## src/rtl/dssm_pkg.sv

```systemverilog
package dssm_pkg;

	typedef enum logic [1:0] {
		ACT_PUSH = 2'd0,
		ACT_POP  = 2'd1,
		ACT_DUMP = 2'd2
	} action_t;

	typedef enum logic [1:0] {
		ST_OK    = 2'd0,
		ST_EMPTY = 2'd1,
		ST_FULL  = 2'd2
	} status_t;

	// controller to datapath
	typedef struct packed {
		logic    push_wr;
		logic    pop_start;
		logic    dump_start;
		logic    advance;
		logic    out_load;
		status_t out_status;
		logic    out_use_data;
		logic    out_last;
	} cmd_t;

	// datapath to controller
	typedef struct packed {
		logic full;
		logic in_empty;
		logic cur_zero;
		logic out_free;
	} sts_t;

endpackage

```

## src/rtl/dssm_ctrl.sv

```systemverilog
module dssm_ctrl (
	input  logic              clk,
	input  logic              arst_n,
	input  logic              s_tvalid,
	input  logic [1:0]        in_action,
	output logic              s_tready,
	input  dssm_pkg::sts_t    sts,
	output dssm_pkg::cmd_t    cmd
);

	typedef enum logic {
		S_IDLE,
		S_STREAM
	} state_t;

	state_t state_q;
	state_t state_nxt;
	logic   accept;

	assign s_tready = (state_q == S_IDLE) && sts.out_free;
	assign accept   = s_tvalid && s_tready;

	always_comb begin
		cmd              = '0;
		cmd.out_status   = dssm_pkg::ST_OK;
		state_nxt        = state_q;
		case (state_q)
			S_IDLE: begin
				if (accept) begin
					case (in_action)
						dssm_pkg::ACT_PUSH: begin
							cmd.out_load = 1'b1;
							cmd.out_last = 1'b1;
							if (sts.full) begin
								cmd.out_status = dssm_pkg::ST_FULL;
							end else begin
								cmd.push_wr = 1'b1;
							end
						end
						dssm_pkg::ACT_POP: begin
							if (sts.in_empty) begin
								cmd.out_load   = 1'b1;
								cmd.out_last   = 1'b1;
								cmd.out_status = dssm_pkg::ST_EMPTY;
							end else begin
								cmd.pop_start = 1'b1;
								state_nxt     = S_STREAM;
							end
						end
						dssm_pkg::ACT_DUMP: begin
							if (sts.in_empty) begin
								cmd.out_load   = 1'b1;
								cmd.out_last   = 1'b1;
								cmd.out_status = dssm_pkg::ST_EMPTY;
							end else begin
								cmd.dump_start = 1'b1;
								state_nxt      = S_STREAM;
							end
						end
						default: begin
						end
					endcase
				end
			end
			S_STREAM: begin
				if (sts.out_free) begin
					cmd.out_load     = 1'b1;
					cmd.out_use_data = 1'b1;
					cmd.out_last     = sts.cur_zero;
					if (sts.cur_zero) begin
						state_nxt = S_IDLE;
					end else begin
						cmd.advance = 1'b1;
					end
				end
			end
			default: begin
				state_nxt = S_IDLE;
			end
		endcase
	end

	always_ff @(posedge clk or negedge arst_n) begin
		if (!arst_n) begin
			state_q <= S_IDLE;
		end else begin
			state_q <= state_nxt;
		end
	end

endmodule

```

## src/rtl/dssm_dp.sv

```systemverilog
module dssm_dp #(
	parameter int DEPTH = 64
) (
	input  logic              clk,
	input  logic              arst_n,
	input  dssm_pkg::cmd_t    cmd,
	output dssm_pkg::sts_t    sts,
	input  logic              in_stack,
	input  logic [31:0]       in_value,
	input  logic              m_tready,
	output logic              m_tvalid,
	output logic [31:0]       m_tdata,
	output logic [1:0]        m_tuser,
	output logic              m_tlast
);

	localparam int AW = $clog2(DEPTH);
	localparam int CW = $clog2(DEPTH + 1);
	localparam logic [AW-1:0] TOP_IDX  = AW'(DEPTH - 1);
	localparam logic [CW:0]   CAPACITY = (CW + 1)'(DEPTH);

	logic [31:0]   mem [DEPTH];
	logic [31:0]   rdata_q;
	logic [CW-1:0] lower_cnt_q;
	logic [CW-1:0] upper_cnt_q;
	logic [AW-1:0] cursor_q;
	logic          stack_q;
	logic          out_valid_q;
	logic [31:0]   out_data_q;
	logic [1:0]    out_status_q;
	logic          out_last_q;

	logic [CW-1:0] n_in;
	logic [CW-1:0] n_in_m1;
	logic [AW-1:0] top_pos;
	logic [AW-1:0] cur_m1;
	logic [AW-1:0] rd_addr;
	logic [AW-1:0] wr_addr;
	logic          rd_en;
	logic          out_free;

	function automatic logic [AW-1:0] slot(input logic upper, input logic [AW-1:0] pos);
		return upper ? (TOP_IDX - pos) : pos;
	endfunction

	assign n_in    = in_stack ? upper_cnt_q : lower_cnt_q;
	assign n_in_m1 = n_in - CW'(1);
	assign top_pos = n_in_m1[AW-1:0];
	assign cur_m1  = cursor_q - AW'(1);
	assign wr_addr = slot(in_stack, n_in[AW-1:0]);
	assign rd_en   = cmd.pop_start || cmd.dump_start || cmd.advance;
	assign rd_addr = cmd.advance ? slot(stack_q, cur_m1) : slot(in_stack, top_pos);
	assign out_free = !out_valid_q || m_tready;

	assign sts.full     = ({1'b0, lower_cnt_q} + {1'b0, upper_cnt_q}) >= CAPACITY;
	assign sts.in_empty = (n_in == '0);
	assign sts.cur_zero = (cursor_q == '0);
	assign sts.out_free = out_free;

	always_ff @(posedge clk) begin
		if (cmd.push_wr) begin
			mem[wr_addr] <= in_value;
		end
		if (rd_en) begin
			rdata_q <= mem[rd_addr];
		end
	end

	always_ff @(posedge clk or negedge arst_n) begin
		if (!arst_n) begin
			lower_cnt_q <= '0;
			upper_cnt_q <= '0;
			cursor_q    <= '0;
			stack_q     <= 1'b0;
			out_valid_q <= 1'b0;
		end else begin
			if (cmd.push_wr) begin
				if (in_stack) begin
					upper_cnt_q <= upper_cnt_q + CW'(1);
				end else begin
					lower_cnt_q <= lower_cnt_q + CW'(1);
				end
			end else if (cmd.pop_start) begin
				if (in_stack) begin
					upper_cnt_q <= n_in_m1;
				end else begin
					lower_cnt_q <= n_in_m1;
				end
			end
			if (cmd.pop_start) begin
				cursor_q <= '0;
				stack_q  <= in_stack;
			end else if (cmd.dump_start) begin
				cursor_q <= top_pos;
				stack_q  <= in_stack;
			end else if (cmd.advance) begin
				cursor_q <= cur_m1;
			end
			if (cmd.out_load) begin
				out_valid_q <= 1'b1;
			end else if (m_tready) begin
				out_valid_q <= 1'b0;
			end
		end
	end

	always_ff @(posedge clk) begin
		if (cmd.out_load) begin
			out_data_q   <= cmd.out_use_data ? rdata_q : 32'd0;
			out_status_q <= cmd.out_status;
			out_last_q   <= cmd.out_last;
		end
	end

	assign m_tvalid = out_valid_q;
	assign m_tdata  = out_data_q;
	assign m_tuser  = out_status_q;
	assign m_tlast  = out_last_q;

endmodule

```

## src/rtl/dual_stack_shared_memory.sv

```systemverilog
// Push, and pop or dump of an empty stack: result in the cycle after the transaction, one per cycle while not stalled.
// Pop: the element goes to the read register, then the output register; the next transaction waits for that load.
// Dump of n elements: the top element passes the read and output registers, then one per cycle while not stalled.
// Pop and dump rates are set by the single registered read port of the shared store.
// Reset clears both stack counts and the output valid flag; the store itself is not cleared.
module dual_stack_shared_memory #(
	parameter int DEPTH = 64
) (
	input  logic        clk,
	input  logic        arst_n,
	input  logic        s_tvalid,
	output logic        s_tready,
	input  logic [31:0] s_tdata,   // push_value
	input  logic [2:0]  s_tuser,   // action[1:0], which_stack[2]
	output logic        m_tvalid,
	input  logic        m_tready,
	output logic [31:0] m_tdata,   // element
	output logic [1:0]  m_tuser,   // status
	output logic        m_tlast
);

	dssm_pkg::cmd_t cmd;
	dssm_pkg::sts_t sts;

	dssm_ctrl u_ctrl (
		.clk       (clk),
		.arst_n    (arst_n),
		.s_tvalid  (s_tvalid),
		.in_action (s_tuser[1:0]),
		.s_tready  (s_tready),
		.sts       (sts),
		.cmd       (cmd)
	);

	dssm_dp #(
		.DEPTH (DEPTH)
	) u_dp (
		.clk      (clk),
		.arst_n   (arst_n),
		.cmd      (cmd),
		.sts      (sts),
		.in_stack (s_tuser[2]),
		.in_value (s_tdata),
		.m_tready (m_tready),
		.m_tvalid (m_tvalid),
		.m_tdata  (m_tdata),
		.m_tuser  (m_tuser),
		.m_tlast  (m_tlast)
	);

endmodule

```

## config.mk

```make
export PLATFORM = sky130hd
export DESIGN_NAME = dual_stack_shared_memory
export DESIGN_NICKNAME = d
export VERILOG_FILES = /design/src/rtl/dssm_pkg.sv /design/src/rtl/dssm_ctrl.sv /design/src/rtl/dssm_dp.sv /design/src/rtl/dual_stack_shared_memory.sv
export SDC_FILE = /design/constraint.sdc
export NUM_CORES = 2
export LEC_CHECK = 0
export BUFFER_PORTS_ARGS = -buffer_cell sky130_fd_sc_hd__buf_2
export CORE_ASPECT_RATIO = 1.75
export CORE_UTILIZATION = 50
export CTS_CLUSTER_SIZE = 14
export DETAILED_ROUTE_END_ITERATION = 10
export GPL_ROUTABILITY_DRIVEN = 0
export PLACE_DENSITY_LB_ADDON = 0.08
export SLEW_MARGIN = 5
export SYNTH_ARGS = -nofsm -noshare
export SYNTH_HDL_FRONTEND = slang
export SYNTH_SLANG_ARGS = --single-unit
```

## constraint.sdc

```tcl
create_clock -name clk -period 4.8 [get_ports clk]
set_input_delay 0.24 -clock clk [delete_from_list [all_inputs] [get_ports clk]]
set_output_delay 0.24 -clock clk [all_outputs]
set_load 0.05 [all_outputs]
```

; ---- After elaboration in Yosys (flattened, before gate mapping)
; Memories as Yosys holds them, arrays and structs flattened. A register that Yosys moved wholly into a read port is not among the register bits.
; Cells that the tools add are included.
[classes]
add_sub_neg = 8
n_mul = 0
n_div = 0
n_lt_le_gt_ge = 1
n_eq_ne = 6
n_shift = 0
mux = 47
bitwise_logic = 2
reduce_logical = 17
[op_table]
columns = op, n
row1 = $mux 7, 9
row2 = $mux 6, 7
row3 = $mux 1, 19
row4 = $sub 6x6->6 const A, 3
row5 = $add 7x1->7 const B, 2
row6 = $mux 3, 4
row7 = $add 7x7->8, 1
row8 = $ge 8x7->1 const B, 1
row9 = $ne 2x2->1 const B, 4
row10 = $pmux 1 s2, 4
row11 = $logic_not 7->1, 1
row12 = $sub 7x1->7 const B, 1
row13 = $logic_not 6->1, 1
row14 = $mux 2, 3
row15 = $pmux 3 s2, 1
row16 = $reduce_and 3->1, 2
row17 = $reduce_bool 2->1, 3
row18 = $sub 6x1->6 const B, 1
row19 = $reduce_or 2->1, 2
row20 = $logic_or 1x1->1, 3
row21 = $reduce_bool 3->1, 1
row22 = $eq 2x1->1 const B, 1
row23 = $eq 2x2->1 const B, 1
row24 = $logic_and 1x1->1, 2
row25 = other kinds (3), 4
[word_totals]
regBits = 58
latch_bits = 0
mem_bits_rw = 2048
romBits = 0
mem_count = 1
[memory_table]
columns = name, words, width, read_ports, rd_ports_with_merged_regs, wr, line
row1 = u_dp.mem, 64, 32, 1, 1, 1, dssm_dp.sv:22  ; logic [31:0] mem [DEPTH];

; ---- Longest topological paths before layout
[depth]
word_depth = 8
depth_mapped = 21
ltp_nobuf = 11

; ---- Hierarchy
; A second synthesis with hierarchy kept.
[unflattened]
cells_unflattened = 6566
area_unflattened_um2 = 85007.8
[by_module_without_submodules]
columns = mod, instances, cells_per_inst, area_each_um2
row1 = dssm_dp, 1, 6540, 84772.6
row2 = dssm_ctrl, 1, 26, 235.2

; ---- Worst setup path after synthesis
; OpenSTA, ideal clock, no wires.
[synth_path]
path_type = register to register
from = register u_dp.out_valid_q, in the netlist u_dp.m_tvalid
to = memory u_dp.mem[10][0] (enable)
setup_ns = 0.421
arrival_ns = 4.047
slack_ns = 0.332
path_stages_with_launch = 8
cell_sequence = dfrtp_1 nor2b_1 nor2_1 and3_1 nand3_1 nor3_1 nand3_1 nor2_1
[synth_via]
elab_chain_cells = 8
[synth_rtl]
columns = item, line
row1 = start: declaration, dssm_dp.sv:28  ; logic out_valid_q;
row2 = start signal: assignment, dssm_dp.sv:75  ; out_valid_q <= 1'b0;
row3 = start signal: assignment, dssm_dp.sv:100  ; out_valid_q <= 1'b1;
row4 = start signal: assignment, dssm_dp.sv:102  ; out_valid_q <= 1'b0;
row5 = $logic_not 1->1, dssm_dp.sv:53  ; assign out_free = !out_valid_q || m_tready;
row6 = $logic_or 1x1->1, dssm_dp.sv:53
row7 = $logic_and 1x1->1, dssm_ctrl.sv:20  ; assign s_tready = (state_q == S_IDLE) && sts.out_free;
row8 = via s_tready, dual_stack_shared_memory.sv:12  ; output logic s_tready,
row9 = $logic_and 1x1->1, dssm_ctrl.sv:21  ; assign accept = s_tvalid && s_tready;
row10 = $mux 3, dssm_ctrl.sv:29  ; if (accept) begin
row11 = $mux 3, dssm_ctrl.sv:27  ; case (state_q)
row12 = $mux 1, dssm_dp.sv:61  ; if (cmd.push_wr) begin
row13 = $mux 1 (implied by the code), dssm_dp.sv:62  ; mem[wr_addr] <= in_value;
row14 = end: declaration, dssm_dp.sv:22
; The timed path passes the listed nets, and every way through them passes these cells.

; ---- Final worst setup path
[layout_path]
from = register u_dp.lower_cnt_q[0]
to = register u_dp.rdata_q[15], read port of u_dp.mem (data pin)
[layout_via]
elab_chain_cells = 8
word_cells_on_any_way = 13
[layout_rtl]
columns = item, line
row1 = start: declaration, dssm_dp.sv:24  ; logic [CW-1:0] lower_cnt_q;
row2 = start signal: assignment, dssm_dp.sv:81  ; lower_cnt_q <= lower_cnt_q + CW'(1);
row3 = start signal: assignment, dssm_dp.sv:87  ; lower_cnt_q <= n_in_m1;
row4 = $mux 7 *, dssm_dp.sv:46  ; assign n_in = in_stack ? upper_cnt_q : lower_cnt_q;
row5 = branches (longest 7 deep; another with $sub 7x1->7), n/a
row6 = end: declaration, dssm_dp.sv:23  ; logic [31:0] rdata_q;
; Every way passes the cells marked *.
; A chain may end at the register's enable or synchronous reset.

==> flow_summary.yaml <==
drt:
  wl_um: 277000
  drt_iter0_markers: 6297
  drc: 0
  drt.antenna.violating_nets: 0
  first_pass_iters: 6
  vias_per_cell: 6.46
  wire_per_inst_um: 35.3
  via_count: 50774
yosys:
  synth_flop_cell: "edfxtp_1"
  synthCells: 5270
  synth_edf_count: 2115
  ys_top_cells_by_area: "edfxtp_1 (76%), mux2i_1 (6.2%), nand2_1 (3.6%)"
  synth.most_common_cell: "edfxtp_1"
  syn-cell-area_mm2: 0.0841
  synth_fp_nets: 5327
  synth_async_sr_flop_share_pct: 1.08
  synth_top_area_cell: "edfxtp_1"
  synth_warnings: 0
  yosys-top-cells-count: "edfxtp_1 (2115), nand2_1 (816), mux2i_1 (523)"
  ys_seq_area_share_pct: 76.2
  synth_cell_types: 82
  synth.top_cell.area_share_pct: 75.5
  syn_avg_cell_area_um2: 16.0
  ys_seq_elements: 2138
clock_tree:
  path_clk_slew_ps: 60
  htree_levels: 4
  cts_buffer_depth: 4
  cts.repair.resized: 0
  cts.sinks: 2138
  cts-root-buf: "clkbuf_16"
  cts_buffers: 197
  worstSkewPairLatency_ps: 840
  tritoncts: "done"
die:
  coreArea_mm2: 0.167
  dieArea_mm2: 0.170
  die_h_um: 544
  die_x_um: 312
  initial_core_util_pct: 50.4
  rows: 198
  io_pins: 76
min_path:
  hold_class: "in2reg"
grt:
  grt_max_degree: 80
  grt-ovfl-total: 0
  antenna_found_initial: 23
  grt_pass1_wl_um: 383000
  grt_pass1_vias: 49762
  track_usage_pct: 32.4
worst_setup_path:
  setup.worst_path.start_class: "flop"
  timing_worst_setup_path_type: "reg2reg"
  crit_required_ps: 5380
  end_kind: "flop"
  cp_max_fo: 52
  arrival_ps: 5190
power_and_ir_drop:
  p_comb_share_pct: 49.7
  seqPwrFrac_pct: 30.1
  power.density_mw_per_mm2: 757
  peakVddDrop_uv: 969
  p_int_uw: 40700
  swShare_pct: 43.8
  leakage_uw: 0.0323
  p_sw_uw: 31700
  total_power_uw: 72300
  p_clk_share_pct: 20.2
layout:
  synthToLayoutAreaGrowth_pct: 13.6
  fill_cells: 12863
  layout.nets: 5569
  layout-drive-gt1-share_pct: 14.2
  instances_no_fill: 7860
placed_design:
  port_buffers: 75
  dp_hpwl_um: 164000
  place_inst: 7503
sta:
  hold_viol: 0
  relSlewSlack_pct: 13.6
  fmax_mhz: 217
  post-route-period-util_pct: 96.1
  rsz0062_at_grt: "no"
  fin_skew_ps: 36.7
  maxSlewViolCount: 0
  fin_crit_ps: 4610
  hold_ws_ps: 50.4
  worstMarginPinSlew_ps: 1300
  finalSetupViolCount: 0
status:
  outcome: "finished clean"
job:
  cap_violations: 0
final timing paths:
kind                                          start  cells after the start                   to  slack (ps)
worst min register to register  u_dp.upper_cnt_q[6]                      1  u_dp.upper_cnt_q[6]         530
worst max-delay path            u_dp.lower_cnt_q[0]                     12     u_dp.rdata_q[15]         190
worst min-delay path                    s_tdata[13]                      2      u_dp.mem[9][13]          50
max in group asynchronous                    arst_n                      4     u_dp.cursor_q[4]        4180
min in group asynchronous                    arst_n                      4  u_dp.lower_cnt_q[4]         460
worst max register to register  u_dp.lower_cnt_q[0]                     12     u_dp.rdata_q[15]         190
registers in the layout, indices dropped and copies added, names as in the netlist:
register,count
u_dp.lower_cnt_q,7
u_ctrl.state_q,1
u_dp.m_tdata,32
u_dp.m_tvalid,1
u_dp.m_tlast,1
u_dp.upper_cnt_q,7
u_dp.rdata_q,32
u_dp.cursor_q,6
u_dp.mem,2048
u_dp.m_tuser,2
u_dp.stack_q,1
cells in the final DEF (no fill, tap or decap), types with 90 or more instances in the layout:
| cell | n |
|---|---|
| a21oi_1 | 91 |
| a222oi_1 | 90 |
| buf_12 | 95 |
| buf_4 | 210 |
| clkbuf_16 | 199 |
| edfxtp_1 | 2115 |
| mux2i_1 | 520 |
| nand2_1 | 814 |
| nand3_1 | 284 |
| nand4_1 | 91 |
| o21ai_0 | 96 |
metrics by stage:
stage | setup TNS, ps | util, % | cell area, um^2 | setup slack [ps]
6_report | 0 | 57.3 | 95500 | 186
5_1_grt | 0 | 57.3 | 95500 | 48.4
4_1_cts | 0 | 57.3 | 95500 | 200
3_5_place_dp | 0 | 53.8 | 89700 | 224
3_3_place_gp | -861 | 53.8 | 89600 | -861
2_1_floorplan | 0 | - | 84100 | 332
area by class of cell:
| class | count | area (um^2) | area share (%) |
|---|---|---|---|
| Multi-Input combinational cell | 2774 | 18900 | 19.8 |
| Clock inverter | 73 | 508 | 0.532 |
| Tap cell | 2200 | 2750 | 2.88 |
| Sequential cell | 2138 | 64100 | 67.1 |
| Clock buffer | 257 | 5200 | 5.44 |
| Inverter | 11 | 41.3 | 0.0432 |
| Timing Repair Buffer | 390 | 3960 | 4.14 |
| Antenna cell | 17 | 42.5 | 0.0445 |
what timing repair did:
item                      in CTS  in global routing
buffers inserted               0                  0
hold buffers                  10                  0
hold endpoints to repair      30                  0
power groups by stage:
stage	sequential, uW	combinational, uW	clock, uW
after floorplan	22300	19600	0
after global placement	22100	35400	0
after detailed placement	22100	35600	0
after CTS	21700	35700	14800
after global routing	21800	37100	15400
final	21700	36000	14600
cells by family (layout without fill, tap and decap cells):
logic type	count (synthesis)	count (layout)	share of synthesized area, %
DFF	2138	2138	76.2
and+or+nand+nor	1414	1414	7.49
AOI/OAI and AO/OA	720	720	6.50
muxes	597	597	7.23
buffers and inverters	358	731	1.99
xor gates and xnor gates	25	25	0.295
adders and majority gates	18	18	0.277
other	0	17	0
critical path: stages (launching register included):
cell,delay (ps)
dfrtp_1,480
nor2b_1,240
a21oi_1,100
ha_1,450
and2_1,270
a22o_1,270
mux2_8,530
buf_12,320
buf_4,240
a22o_1,250
o21ai_0,320
nand3_1,440
and4_1,370
per-layer routing:
| layer | vias to the layer above | share of wire [%] | track usage [%] |
|---|---|---|---|
| met3 | 688 | 7.9 | 5.37 |
| met5 | - | 0.027 | 0 |
| met1 | 26310 | 35 | 38.3 |
| met2 | 2543 | 50 | 55.9 |
| met4 | 10 | 6.5 | 18.5 |
| li1 | 21223 | - | - |
Power figures use the tool's default switching activity.
